**config.mk**
```make
export PLATFORM = sky130hd
export DESIGN_NAME = bezier_curve_flattener_top
export DESIGN_NICKNAME = d
export VERILOG_FILES = /design/src/rtl/bcf_pkg.sv /design/src/rtl/bcf_divider.sv /design/src/rtl/bcf_engine.sv /design/src/rtl/bezier_curve_flattener_top.sv
export SDC_FILE = /design/constraint.sdc
export NUM_CORES = 2
export LEC_CHECK = 0
export ABC_CLOCK_PERIOD_IN_PS = 20500
export BUFFER_PORTS_ARGS = -buffer_cell sky130_fd_sc_hd__buf_2
export CORE_AREA = 5 5 349 385
export DETAILED_ROUTE_END_ITERATION = 6
export DIE_AREA = 0 0 354 390
export GPL_TIMING_DRIVEN = 0
export PLACE_DENSITY = 0.68
export SETUP_SLACK_MARGIN = 0.15
export SYNTH_ARGS = -nofsm -noshare
export SYNTH_HDL_FRONTEND = slang
export SYNTH_HIERARCHICAL = 1
export SYNTH_SLANG_ARGS = --single-unit
```
**constraint.sdc**
```tcl
create_clock -name clock -period 20.5 [get_ports clock]
set_input_delay 2.05 -clock clock [delete_from_list [all_inputs] [get_ports clock]]
set_output_delay 2.05 -clock clock [all_outputs]
set_load 0.1 [all_outputs]
```
**src/rtl/bcf_pkg.sv**
```systemverilog
`timescale 1ns / 1ps
`default_nettype none
// ----------------------------------------------------------------------------
// bcf_pkg: shared definitions for the Bezier curve flattener
// Widths, command codes, sequencer states and the structs that pass
// between the engine, the divider and the top level.
// ----------------------------------------------------------------------------
package bcf_pkg;

   // Coordinate and count geometry
   localparam int COORD_W      = 32;                              // Q16.16 coordinate
   localparam int MAX_SEGMENTS = 64;
   localparam int CNT_W        = 7;                               // segment count field
   localparam int N_CTRL       = 8;                               // p0_x .. p3_y
   localparam int W_W          = $clog2(MAX_SEGMENTS ** 3 + 1);   // Bernstein weight
   localparam int SQ_W         = $clog2(MAX_SEGMENTS ** 2 + 1);   // m^2, k^2
   localparam int ACC_W        = COORD_W + W_W + 1;               // weighted sum
   localparam int NUM_W        = ACC_W + 1;                       // divider dividend
   localparam int DEN_W        = W_W + 1;                         // divider divisor 2*n^3
   localparam int STEP_W       = $clog2(COORD_W);                 // quotient bit counter
   localparam int IDX_W        = 3;                               // product index 0..4
   localparam int ACC_STEPS    = 4;                               // control points per axis

   // Stream widths, padded to whole bytes
   localparam int IN_DATA_W  = ((N_CTRL * COORD_W + CNT_W + 7) / 8) * 8;
   localparam int OUT_DATA_W = ((2 * COORD_W + 7) / 8) * 8;

   // Curve kind codes
   localparam logic CMD_CUBIC = 1'b0;
   localparam logic CMD_QUAD  = 1'b1;

   typedef enum logic [3:0] {
      ST_IDLE,
      ST_CUBE0,
      ST_CUBE1,
      ST_CUBE2,
      ST_W0,
      ST_W1,
      ST_W2,
      ST_W3,
      ST_W4,
      ST_W5,
      ST_W6,
      ST_ACC,
      ST_DIV_GO,
      ST_DIV_WAIT,
      ST_OUT
   } bcf_state_type;

   typedef struct packed {
      logic                            kind;
      logic [CNT_W-1:0]                count;
      logic [N_CTRL-1:0][COORD_W-1:0]  ctrl;
   } bcf_curve_type;

   typedef struct packed {
      logic [COORD_W-1:0] x;
      logic [COORD_W-1:0] y;
      logic               last;
   } bcf_point_type;

   typedef struct packed {
      logic idle;
      logic push;
   } bcf_eng_stat_type;

   typedef struct packed {
      logic             start;
      logic [NUM_W-1:0] numer;
      logic [DEN_W-1:0] denom;
   } bcf_div_req_type;

   typedef struct packed {
      logic               done;
      logic [COORD_W-1:0] quot;
   } bcf_div_rsp_type;

   // Zero means one point, large counts clamp to the maximum
   function automatic logic [CNT_W-1:0] sat_count(input logic [CNT_W-1:0] c);
      logic [CNT_W-1:0] r;
      r = c;
      if (c == '0) begin
         r = CNT_W'(1);
      end else if (int'(c) > MAX_SEGMENTS) begin
         r = CNT_W'(MAX_SEGMENTS);
      end
      return r;
   endfunction

endpackage
`default_nettype wire

```
**src/rtl/bcf_divider.sv**
```systemverilog
`timescale 1ns / 1ps
`default_nettype none
// ----------------------------------------------------------------------------
// bcf_divider: iterative restoring divider
// Produces one quotient bit per cycle. The dividend is pre-biased so the
// unsigned quotient is the signed result with its top bit inverted.
// ----------------------------------------------------------------------------
module bcf_divider (
   input  wire logic                     clock,
   input  wire logic                     reset,
   input  wire bcf_pkg::bcf_div_req_type req,
   output bcf_pkg::bcf_div_rsp_type      rsp
);
   import bcf_pkg::*;

   logic                busy_ff, busy_in;
   logic                done_ff, done_in;
   logic [STEP_W-1:0]   step_ff, step_in;
   logic [NUM_W-1:0]    rem_ff, rem_in;
   logic [NUM_W-1:0]    dsh_ff, dsh_in;
   logic [COORD_W-1:0]  quot_ff, quot_in;
   logic [NUM_W:0]      diff;
   logic                fits;
   logic [NUM_W-1:0]    den_x;

   // trial subtract of the shifted divisor
   assign diff  = {1'b0, rem_ff} - {1'b0, dsh_ff};
   assign fits  = ~diff[NUM_W];
   assign den_x = {{(NUM_W-DEN_W){1'b0}}, req.denom};

   always_comb begin
      busy_in = busy_ff;
      done_in = 1'b0;
      step_in = step_ff;
      rem_in  = rem_ff;
      dsh_in  = dsh_ff;
      quot_in = quot_ff;
      if (!busy_ff && req.start) begin
         busy_in = 1'b1;
         rem_in  = req.numer;
         dsh_in  = den_x << (COORD_W - 1);
         step_in = STEP_W'(COORD_W - 1);
         quot_in = '0;
      end else if (busy_ff) begin
         if (fits) begin
            rem_in = diff[NUM_W-1:0];
         end
         quot_in = {quot_ff[COORD_W-2:0], fits};
         dsh_in  = dsh_ff >> 1;
         step_in = step_ff - STEP_W'(1);
         if (step_ff == '0) begin
            busy_in = 1'b0;
            done_in = 1'b1;
         end
      end
   end

   always_ff @(posedge clock) begin
      if (reset) begin
         busy_ff <= 1'b0;
         done_ff <= 1'b0;
      end else begin
         busy_ff <= busy_in;
         done_ff <= done_in;
      end
      step_ff <= step_in;
      rem_ff  <= rem_in;
      dsh_ff  <= dsh_in;
      quot_ff <= quot_in;
   end

   // remove the 2^31 bias
   assign rsp.done = done_ff;
   assign rsp.quot = {~quot_ff[COORD_W-1], quot_ff[COORD_W-2:0]};

endmodule
`default_nettype wire

```
**src/rtl/bcf_engine.sv**
```systemverilog
`timescale 1ns / 1ps
`default_nettype none
// ----------------------------------------------------------------------------
// bcf_engine: curve sequencer with one shared multiplier
// Holds the curve, forms n^3 and the Bernstein weights for each k, sums the
// weighted controls per axis and hands each sum to the divider.
// ----------------------------------------------------------------------------
module bcf_engine (
   input  wire logic                     clock,
   input  wire logic                     reset,
   input  wire logic                     load,
   input  wire bcf_pkg::bcf_curve_type   curve,
   input  wire logic                     out_free,
   output bcf_pkg::bcf_eng_stat_type     stat,
   output bcf_pkg::bcf_point_type        point,
   output bcf_pkg::bcf_div_req_type      div_req,
   input  wire bcf_pkg::bcf_div_rsp_type div_rsp
);
   import bcf_pkg::*;

   bcf_state_type        state_ff, state_in;
   bcf_curve_type        curve_ff, curve_in;
   logic [CNT_W-1:0]     k_ff, k_in;
   logic [IDX_W-1:0]     idx_ff, idx_in;
   logic                 axis_ff, axis_in;
   logic signed [ACC_W-1:0] prod_ff, prod_in;
   logic signed [ACC_W-1:0] acc_ff, acc_in;
   logic [SQ_W-1:0]      sq_m_ff, sq_m_in;
   logic [SQ_W-1:0]      sq_k_ff, sq_k_in;
   logic [W_W-1:0]       m3_ff, m3_in;
   logic [W_W-1:0]       m2k_ff, m2k_in;
   logic [W_W-1:0]       mk2_ff, mk2_in;
   logic [W_W-1:0]       k3_ff, k3_in;
   logic [W_W-1:0]       n3_ff, n3_in;
   logic [COORD_W-1:0]   x_ff, x_in;
   logic [COORD_W-1:0]   y_ff, y_in;

   logic [CNT_W-1:0]     m;
   logic                 last_pt;
   logic [W_W-1:0]       mul_a;
   logic [COORD_W-1:0]   mul_b;
   logic signed [ACC_W-1:0] mul_a_x, mul_b_x;
   logic [W_W+1:0]       m3_x, m2k_x, mk2_x;
   logic [W_W+1:0]       t1, t2;
   logic [3:0][W_W-1:0]  wt;
   logic [NUM_W-1:0]     acc_x, n3_x, numer;

   assign m       = curve_ff.count - k_ff;
   assign last_pt = (k_ff == curve_ff.count);

   // shared multiplier, unsigned weight times signed coordinate
   assign mul_a_x = {{(ACC_W-W_W){1'b0}}, mul_a};
   assign mul_b_x = {{(ACC_W-COORD_W){mul_b[COORD_W-1]}}, mul_b};
   assign prod_in = mul_a_x * mul_b_x;

   // Bernstein weights; a quadratic is elevated to a cubic exactly
   assign m3_x  = {2'b00, m3_ff};
   assign m2k_x = {2'b00, m2k_ff};
   assign mk2_x = {2'b00, mk2_ff};

   always_comb begin
      if (curve_ff.kind == CMD_CUBIC) begin
         t1    = m2k_x + (m2k_x << 1);
         t2    = mk2_x + (mk2_x << 1);
         wt[0] = m3_ff;
         wt[1] = t1[W_W-1:0];
         wt[2] = t2[W_W-1:0];
         wt[3] = k3_ff;
      end else begin
         t1    = m3_x + m2k_x;
         t2    = (m2k_x + mk2_x) << 1;
         wt[0] = t1[W_W-1:0];
         wt[1] = t2[W_W-1:0];
         wt[2] = mk2_ff + k3_ff;
         wt[3] = '0;
      end
   end

   // dividend 2*sum + n^3, biased by 2*n^3 * 2^31 to stay positive
   assign acc_x = {acc_ff[ACC_W-1], acc_ff};
   assign n3_x  = {{(NUM_W-W_W){1'b0}}, n3_ff};
   assign numer = {acc_x[NUM_W-2:0], 1'b0} + n3_x + (n3_x << COORD_W);

   // next state
   always_comb begin
      state_in = state_ff;
      case (state_ff)
         ST_IDLE:     if (load) state_in = ST_CUBE0;
         ST_CUBE0:    state_in = ST_CUBE1;
         ST_CUBE1:    state_in = ST_CUBE2;
         ST_CUBE2:    state_in = ST_W0;
         ST_W0:       state_in = ST_W1;
         ST_W1:       state_in = ST_W2;
         ST_W2:       state_in = ST_W3;
         ST_W3:       state_in = ST_W4;
         ST_W4:       state_in = ST_W5;
         ST_W5:       state_in = ST_W6;
         ST_W6:       state_in = ST_ACC;
         ST_ACC: begin
            if (idx_ff == IDX_W'(ACC_STEPS)) state_in = ST_DIV_GO;
         end
         ST_DIV_GO:   state_in = ST_DIV_WAIT;
         ST_DIV_WAIT: begin
            if (div_rsp.done) state_in = axis_ff ? ST_OUT : ST_ACC;
         end
         ST_OUT: begin
            if (out_free) state_in = last_pt ? ST_IDLE : ST_W0;
         end
         default:     state_in = ST_IDLE;
      endcase
   end

   // datapath control and outputs
   always_comb begin
      curve_in = curve_ff;
      k_in     = k_ff;
      idx_in   = idx_ff;
      axis_in  = axis_ff;
      acc_in   = acc_ff;
      sq_m_in  = sq_m_ff;
      sq_k_in  = sq_k_ff;
      m3_in    = m3_ff;
      m2k_in   = m2k_ff;
      mk2_in   = mk2_ff;
      k3_in    = k3_ff;
      n3_in    = n3_ff;
      x_in     = x_ff;
      y_in     = y_ff;
      mul_a    = '0;
      mul_b    = '0;
      stat     = '{idle: (state_ff == ST_IDLE), push: 1'b0};
      div_req  = '{start: 1'b0, numer: numer, denom: {n3_ff, 1'b0}};
      case (state_ff)
         ST_IDLE: begin
            if (load) begin
               curve_in = curve;
               k_in     = CNT_W'(1);
               idx_in   = '0;
               axis_in  = 1'b0;
            end
         end
         ST_CUBE0: begin
            mul_a = W_W'(curve_ff.count);
            mul_b = COORD_W'(curve_ff.count);
         end
         ST_CUBE1: begin
            mul_a = prod_ff[W_W-1:0];
            mul_b = COORD_W'(curve_ff.count);
         end
         ST_CUBE2: begin
            n3_in = prod_ff[W_W-1:0];
         end
         ST_W0: begin
            mul_a = W_W'(m);
            mul_b = COORD_W'(m);
         end
         ST_W1: begin
            sq_m_in = prod_ff[SQ_W-1:0];
            mul_a   = W_W'(k_ff);
            mul_b   = COORD_W'(k_ff);
         end
         ST_W2: begin
            sq_k_in = prod_ff[SQ_W-1:0];
            mul_a   = W_W'(sq_m_ff);
            mul_b   = COORD_W'(m);
         end
         ST_W3: begin
            m3_in = prod_ff[W_W-1:0];
            mul_a = W_W'(sq_m_ff);
            mul_b = COORD_W'(k_ff);
         end
         ST_W4: begin
            m2k_in = prod_ff[W_W-1:0];
            mul_a  = W_W'(sq_k_ff);
            mul_b  = COORD_W'(m);
         end
         ST_W5: begin
            mk2_in = prod_ff[W_W-1:0];
            mul_a  = W_W'(sq_k_ff);
            mul_b  = COORD_W'(k_ff);
         end
         ST_W6: begin
            k3_in  = prod_ff[W_W-1:0];
            idx_in = '0;
         end
         ST_ACC: begin
            // issue product idx, fold in product idx-1
            mul_a = wt[idx_ff[1:0]];
            mul_b = curve_ff.ctrl[{idx_ff[1:0], axis_ff}];
            if (idx_ff == '0) begin
               acc_in = '0;
            end else begin
               acc_in = acc_ff + prod_ff;
            end
            if (idx_ff == IDX_W'(ACC_STEPS)) begin
               idx_in = '0;
            end else begin
               idx_in = idx_ff + IDX_W'(1);
            end
         end
         ST_DIV_GO: begin
            div_req.start = 1'b1;
         end
         ST_DIV_WAIT: begin
            if (div_rsp.done) begin
               if (!axis_ff) begin
                  x_in    = div_rsp.quot;
                  axis_in = 1'b1;
               end else begin
                  y_in = div_rsp.quot;
               end
            end
         end
         ST_OUT: begin
            if (out_free) begin
               stat.push = 1'b1;
               axis_in   = 1'b0;
               k_in      = k_ff + CNT_W'(1);
            end
         end
         default: begin
            mul_a = '0;
         end
      endcase
   end

   assign point = '{x: x_ff, y: y_ff, last: last_pt};

   always_ff @(posedge clock) begin
      if (reset) begin
         state_ff <= ST_IDLE;
         k_ff     <= '0;
         idx_ff   <= '0;
         axis_ff  <= 1'b0;
      end else begin
         state_ff <= state_in;
         k_ff     <= k_in;
         idx_ff   <= idx_in;
         axis_ff  <= axis_in;
      end
      curve_ff <= curve_in;
      prod_ff  <= prod_in;
      acc_ff   <= acc_in;
      sq_m_ff  <= sq_m_in;
      sq_k_ff  <= sq_k_in;
      m3_ff    <= m3_in;
      m2k_ff   <= m2k_in;
      mk2_ff   <= mk2_in;
      k3_ff    <= k3_in;
      n3_ff    <= n3_in;
      x_ff     <= x_in;
      y_ff     <= y_in;
   end

endmodule
`default_nettype wire

```
**src/rtl/bezier_curve_flattener_top.sv**
```systemverilog
`timescale 1ns / 1ps
`default_nettype none
// ----------------------------------------------------------------------------
// bezier_curve_flattener_top: uniform subdivision of cubic/quadratic curves
// One curve per request transaction, n point transactions out, the last one
// flagged on tlast. Coordinates are signed Q16.16, exactly rounded.
//
//   channel | direction | data                                 | side info
//   req     | in        | p0_x..p3_y, segment_count            | tuser: command
//   rsp     | out       | out_x, out_y                         | tlast: last
//
// A curve occupies the block from acceptance until its last point is pushed,
// n being the clamped segment count (1 to 64). Each point costs six weight
// multiplies and four products per axis on the one multiplier plus one
// division per axis in the bit-serial divider. req_tready is high only
// between curves.
// Reset is synchronous; a point waiting in the output register holds while
// rsp_tready is low, and the sequencer stalls until that register frees up.
// ----------------------------------------------------------------------------
module bezier_curve_flattener_top (
   input  wire logic                              clock,
   input  wire logic                              reset,
   input  wire logic                              req_tvalid,
   output logic                                   req_tready,
   // p0_x, p0_y, p1_x, p1_y, p2_x, p2_y, p3_x, p3_y, segment_count, zero pad
   input  wire logic [bcf_pkg::IN_DATA_W-1:0]     req_tdata,
   // command
   input  wire logic [0:0]                        req_tuser,
   output logic                                   rsp_tvalid,
   input  wire logic                              rsp_tready,
   // out_x, out_y
   output logic [bcf_pkg::OUT_DATA_W-1:0]         rsp_tdata,
   output logic                                   rsp_tlast
);
   import bcf_pkg::*;

   bcf_curve_type     curve;
   bcf_eng_stat_type  stat;
   bcf_point_type     point;
   bcf_div_req_type   div_req;
   bcf_div_rsp_type   div_rsp;
   logic              req_accept;
   logic              out_free;

   logic               rsp_valid_ff, rsp_valid_in;
   logic [COORD_W-1:0] rsp_x_ff, rsp_x_in;
   logic [COORD_W-1:0] rsp_y_ff, rsp_y_in;
   logic               rsp_last_ff, rsp_last_in;

   assign req_tready = stat.idle;
   assign req_accept = req_tvalid && req_tready;

   // unpack the request transaction
   always_comb begin
      curve.kind  = req_tuser[0];
      curve.count = sat_count(req_tdata[N_CTRL*COORD_W +: CNT_W]);
      for (int i = 0; i < N_CTRL; i++) begin
         curve.ctrl[i] = req_tdata[i*COORD_W +: COORD_W];
      end
   end

   bcf_engine u_engine (
      .clock    (clock),
      .reset    (reset),
      .load     (req_accept),
      .curve    (curve),
      .out_free (out_free),
      .stat     (stat),
      .point    (point),
      .div_req  (div_req),
      .div_rsp  (div_rsp)
   );

   bcf_divider u_divider (
      .clock (clock),
      .reset (reset),
      .req   (div_req),
      .rsp   (div_rsp)
   );

   // output register
   assign out_free = !rsp_valid_ff || rsp_tready;

   always_comb begin
      rsp_valid_in = out_free ? stat.push : rsp_valid_ff;
      rsp_x_in     = rsp_x_ff;
      rsp_y_in     = rsp_y_ff;
      rsp_last_in  = rsp_last_ff;
      if (stat.push) begin
         rsp_x_in    = point.x;
         rsp_y_in    = point.y;
         rsp_last_in = point.last;
      end
   end

   always_ff @(posedge clock) begin
      if (reset) begin
         rsp_valid_ff <= 1'b0;
      end else begin
         rsp_valid_ff <= rsp_valid_in;
      end
      rsp_x_ff    <= rsp_x_in;
      rsp_y_ff    <= rsp_y_in;
      rsp_last_ff <= rsp_last_in;
   end

   assign rsp_tvalid = rsp_valid_ff;
   assign rsp_tdata  = OUT_DATA_W'({rsp_y_ff, rsp_x_ff});
   assign rsp_tlast  = rsp_last_ff;

endmodule
`default_nettype wire
```
==> results.py <==
metrics = {
    "min_path": {
        "hp-class": "reg -> reg",
    },
    "global_route": {
        "grt_pass1_wl_um": 276700,
        "grt_util_all_layers_pct": 25.99,
        "overflow": 0,
        "grt_antenna_before_repair": 6,
        "grt_pass1_vias": 47920,
        "grt_max_degree": 80,
    },
    "worst_setup_path": {
        "crit_family": "compound AO/OA/AOI/OAI gates",
        "slowest_delay_ns": 1.03,
        "worst-path-max-fanout": 10,
        "timing.critical_path.mode_cell": "fa_1",
        "required_ns": 21.10,
        "crit_slowest_cell": "a31oi_1",
        "cp-end-kind": "flop",
        "crit_arrival_ns": 15.51,
        "startpoint_type": "flop",
        "criticalPathCategory": "reg -> reg",
        "cp_num_buf_inv": 11,
    },
    "sta": {
        "maxSlewViolCount": 22,
        "fin_hold_ws_ns": 0.4158,
        "max_freq_mhz": 67.10,
        "skew_ns": 0.06527,
        "tightest_slew_ns": 1.542,
        "hold_violations": 0,
        "period_minus_slack_ns": 14.90,
        "finalCritPeriodShare_pct": 72.70,
        "slew-limit-headroom_pct": -2.811,
        "fin_setup_tns_ns": 0,
        "rsz0062_at_grt": "no",
        "setup_viol": 0,
    },
    "routing": {
        "drcViolationCount": 1,
        "drtIter0Drc": 3990,
        "drtPass1Iterations": 7,
        "num_vias": 46523,
        "routed_wl_um": 180400,
        "routedWlPerCell_um": 21.92,
        "drtAntennaViolNets": 0,
        "viasPerCell": 5.652,
    },
    "clock_tree": {
        "clk_latency_ns": 0.74,
        "numClockSinks": 777,
        "h-tree-depth": 3,
        "cts_buffers": 84,
        "cts_hold_buf": 0,
        "cts_max_path_buffers": 3,
        "root_buffer": "clkbuf_16",
        "cts_tree": "built",
        "post_cts_buffers": 0,
        "cts_resized": 0,
        "clk_pin_slew_worst_paths_ns": 0.06,
    },
    "synthesis": {
        "yosys_register_bits": 777,
        "synth.avg_cell_area_um2": 10.27,
        "syn-cell-area_mm2": 0.06183,
        "async_flop_share_pct": 0,
        "ys_seq_area_share_pct": 35.50,
        "ys_warn_count": 6,
        "synth-main-ff-cell": "edfxtp_1",
        "syn-num-nets": 7253,
        "syn-instance-count": 6020,
        "synth_edf_count": 639,
        "synthDistinctLibCells": 98,
    },
    "run_status": {
        "status": "finished with violations",
        "failed_checks": "DRC, capacitance limit, slew limit",
    },
    "floorplanning": {
        "rows": 139,
        "fp.dieH_um": 390,
        "die_w_um": 354,
        "die_area_mm2": 0.1381,
        "initial_core_util_pct": 47.59,
        "core_mm2": 0.1299,
        "pin_count": 336,
    },
    "cells_and_area": {
        "areaGrowthSynthToFinish_pct": 11.68,
        "fin_nets": 7696,
        "num-fill-cells": 11468,
        "drive_above_1_share_pct": 10.91,
        "finalCoreUtilization_pct": 53.15,
    },
    "job": {
        "max-cap-violations": 2,
    },
    "power": {
        "finalPower_w": 0.004760,
        "power.leakage_nw": 29.67,
        "power_density_mw_per_mm2": 68.94,
        "ir_drop_uv": 106.8,
    },
    "placement": {
        "hpwl_um": 143900,
        "port_buffers": 334,
        "place.gp.congestion": 0.9757,
    },
}
[layer usage]
layer  wire [um]  global-route usage [%]  vias to the layer above
li1            -                       -                    21281
met1       71540                   32.87                    22879
met2       85440                   43.77                     1959
met3       14110                   4.820                      394
met4        9247                   11.61                       10
met5          63                       0                        -
[power by group]
group,internal (W),switching (W)
Sequential,0.00198,0.000110
Clock,0.000919,0.000681
Combinational,0.000345,0.000728
[cell type report]
class	count	area, um2	share of cell area, %
Antenna cell	4	10.01	0.01450
Buffer	255	1165	1.687
Clock buffer	104	2273	3.292
Clock inverter	54	673.1	0.9748
Inverter	859	3224	4.669
Multi-Input combinational cell	4129	35580	51.52
Sequential cell	777	21950	31.79
Tap cell	1692	2117	3.066
Timing Repair Buffer	357	2062	2.986
[Yosys cell counts (all sizes together), types with 8 or more instances]
master,number,area share [%]
nand2,669,4.1
ha,353,7.1
a21boi,20,0.24
mux4,65,2.4
clkbuf,171,1.1
a22oi,15,0.18
dfxtp,138,4.5
a211o,8,0.11
and2,36,0.36
a41oi,9,0.13
o21a,54,0.66
a2111oi,8,0.13
edfxtp,639,31
o2111ai,11,0.16
o211ai,21,0.25
nor3b,11,0.13
nor3,72,0.59
o31ai,48,0.59
nor2,529,3.2
mux2i,17,0.28
a22o,24,0.34
a221oi,15,0.21
a31oi,37,0.37
a211oi,42,0.52
a21oi,353,2.9
nand2b,83,0.84
inv,857,5.2
mux2,18,0.33
o21ai,229,1.9
nand3,59,0.48
xor2,74,1.0
a221o,13,0.21
buf,83,0.81
and4,13,0.18
or2,17,0.17
nor2b,39,0.39
or3,27,0.28
o21bai,44,0.53
xnor2,161,2.3
fa,611,20
and3,34,0.34
nor4,15,0.18
a21o,136,1.7
o211a,9,0.15
nand4,36,0.37
[per-stage QoR]
step / instances / setup slack (ns) / cell area (um2)
after floorplan: 6020 / 6.887 / 61830
after global placement: 8046 / 4.841 / 65620
after detailed placement: 8067 / 5.783 / 66070
after CTS: 8225 / 5.665 / 69010
after global routing: 8228 / 5.044 / 69050
final: 8231 / 5.597 / 69050
[path summary, 6_finish.rpt]
check                         start                   end  slack (ns)  cells after the start
max          u_engine/curve_ff[263]  u_engine/prod_ff[48]        5.60                     40
min               u_engine/y_ff[13]          rsp_y_ff[13]        0.42                      0
max reg2reg  u_engine/curve_ff[263]  u_engine/prod_ff[48]        5.60                     40
min reg2reg       u_engine/y_ff[13]          rsp_y_ff[13]        0.42                      0
[cell usage in the layout, fill, tap and decap left out, types with 15 or more instances in the layout]
cell	Yosys	layout
a221oi_1	15	15
a22o_1	24	24
nor2_1	529	522
nand2_1	669	668
and2_1	33	33
nor3_1	71	68
nand2b_1	83	83
inv_1	856	856
o21bai_1	44	44
o31ai_1	47	47
a31oi_1	37	37
clkbuf_1	169	180
mux4_2	65	65
a22oi_1	15	15
ha_1	353	353
buf_1	23	23
buf_2	20	354
o21a_1	54	54
mux2i_1	17	17
nand4_1	35	35
mux2_2	18	18
dfxtp_1	138	138
buf_4	37	41
a21o_1	135	135
or2_2	15	15
a211oi_1	41	40
o211ai_1	21	21
or3_1	26	26
and3_1	34	33
xor2_1	74	74
a21boi_0	20	20
fa_1	611	611
clkbuf_16	0	86
o21ai_0	220	220
nor2b_1	39	39
nand3_1	59	59
edfxtp_1	639	639
a21oi_1	351	344
xnor2_1	161	161
[registers in the layout, summed over array words and instances, names as in the netlist, 3 cells and up]
| register | flops |
|---|---|
| u_divider/quot_ff | 32 |
| u_engine/y_ff | 32 |
| u_divider/dsh_ff | 51 |
| u_engine/prod_ff | 52 |
| u_engine/mk2_ff | 19 |
| u_divider/step_ff | 5 |
| u_engine/curve_ff | 264 |
| rsp_y_ff | 32 |
| u_divider/rem_ff | 53 |
| u_engine/state_ff | 4 |
| rsp_x_ff | 32 |
| u_engine/sq_k_ff | 13 |
| u_engine/sq_m_ff | 13 |
| u_engine/k3_ff | 19 |
| u_engine/m3_ff | 19 |
| u_engine/acc_ff | 52 |
| u_engine/x_ff | 32 |
| u_engine/n3_ff | 19 |
| u_engine/idx_ff | 3 |
| u_engine/k_ff | 7 |
| u_engine/m2k_ff | 19 |
[kinds of logic (layout without fill, tap and decap cells)]
kind of cell               Yosys count  after routing  share of synthesized area, %
and+or+nand+nor                   1663           1663                         11.94
other                                1              5                      0.006065
AOI/OAI and AO/OA                 1166           1166                         12.24
buffers and inverters             1114           1629                         7.093
DFF                                777            777                         35.50
adders and majority gates          964            964                         26.93
xor gates and xnor gates           235            235                         3.329
muxes                              100            100                         2.971
Power figures use the tool's default switching activity.
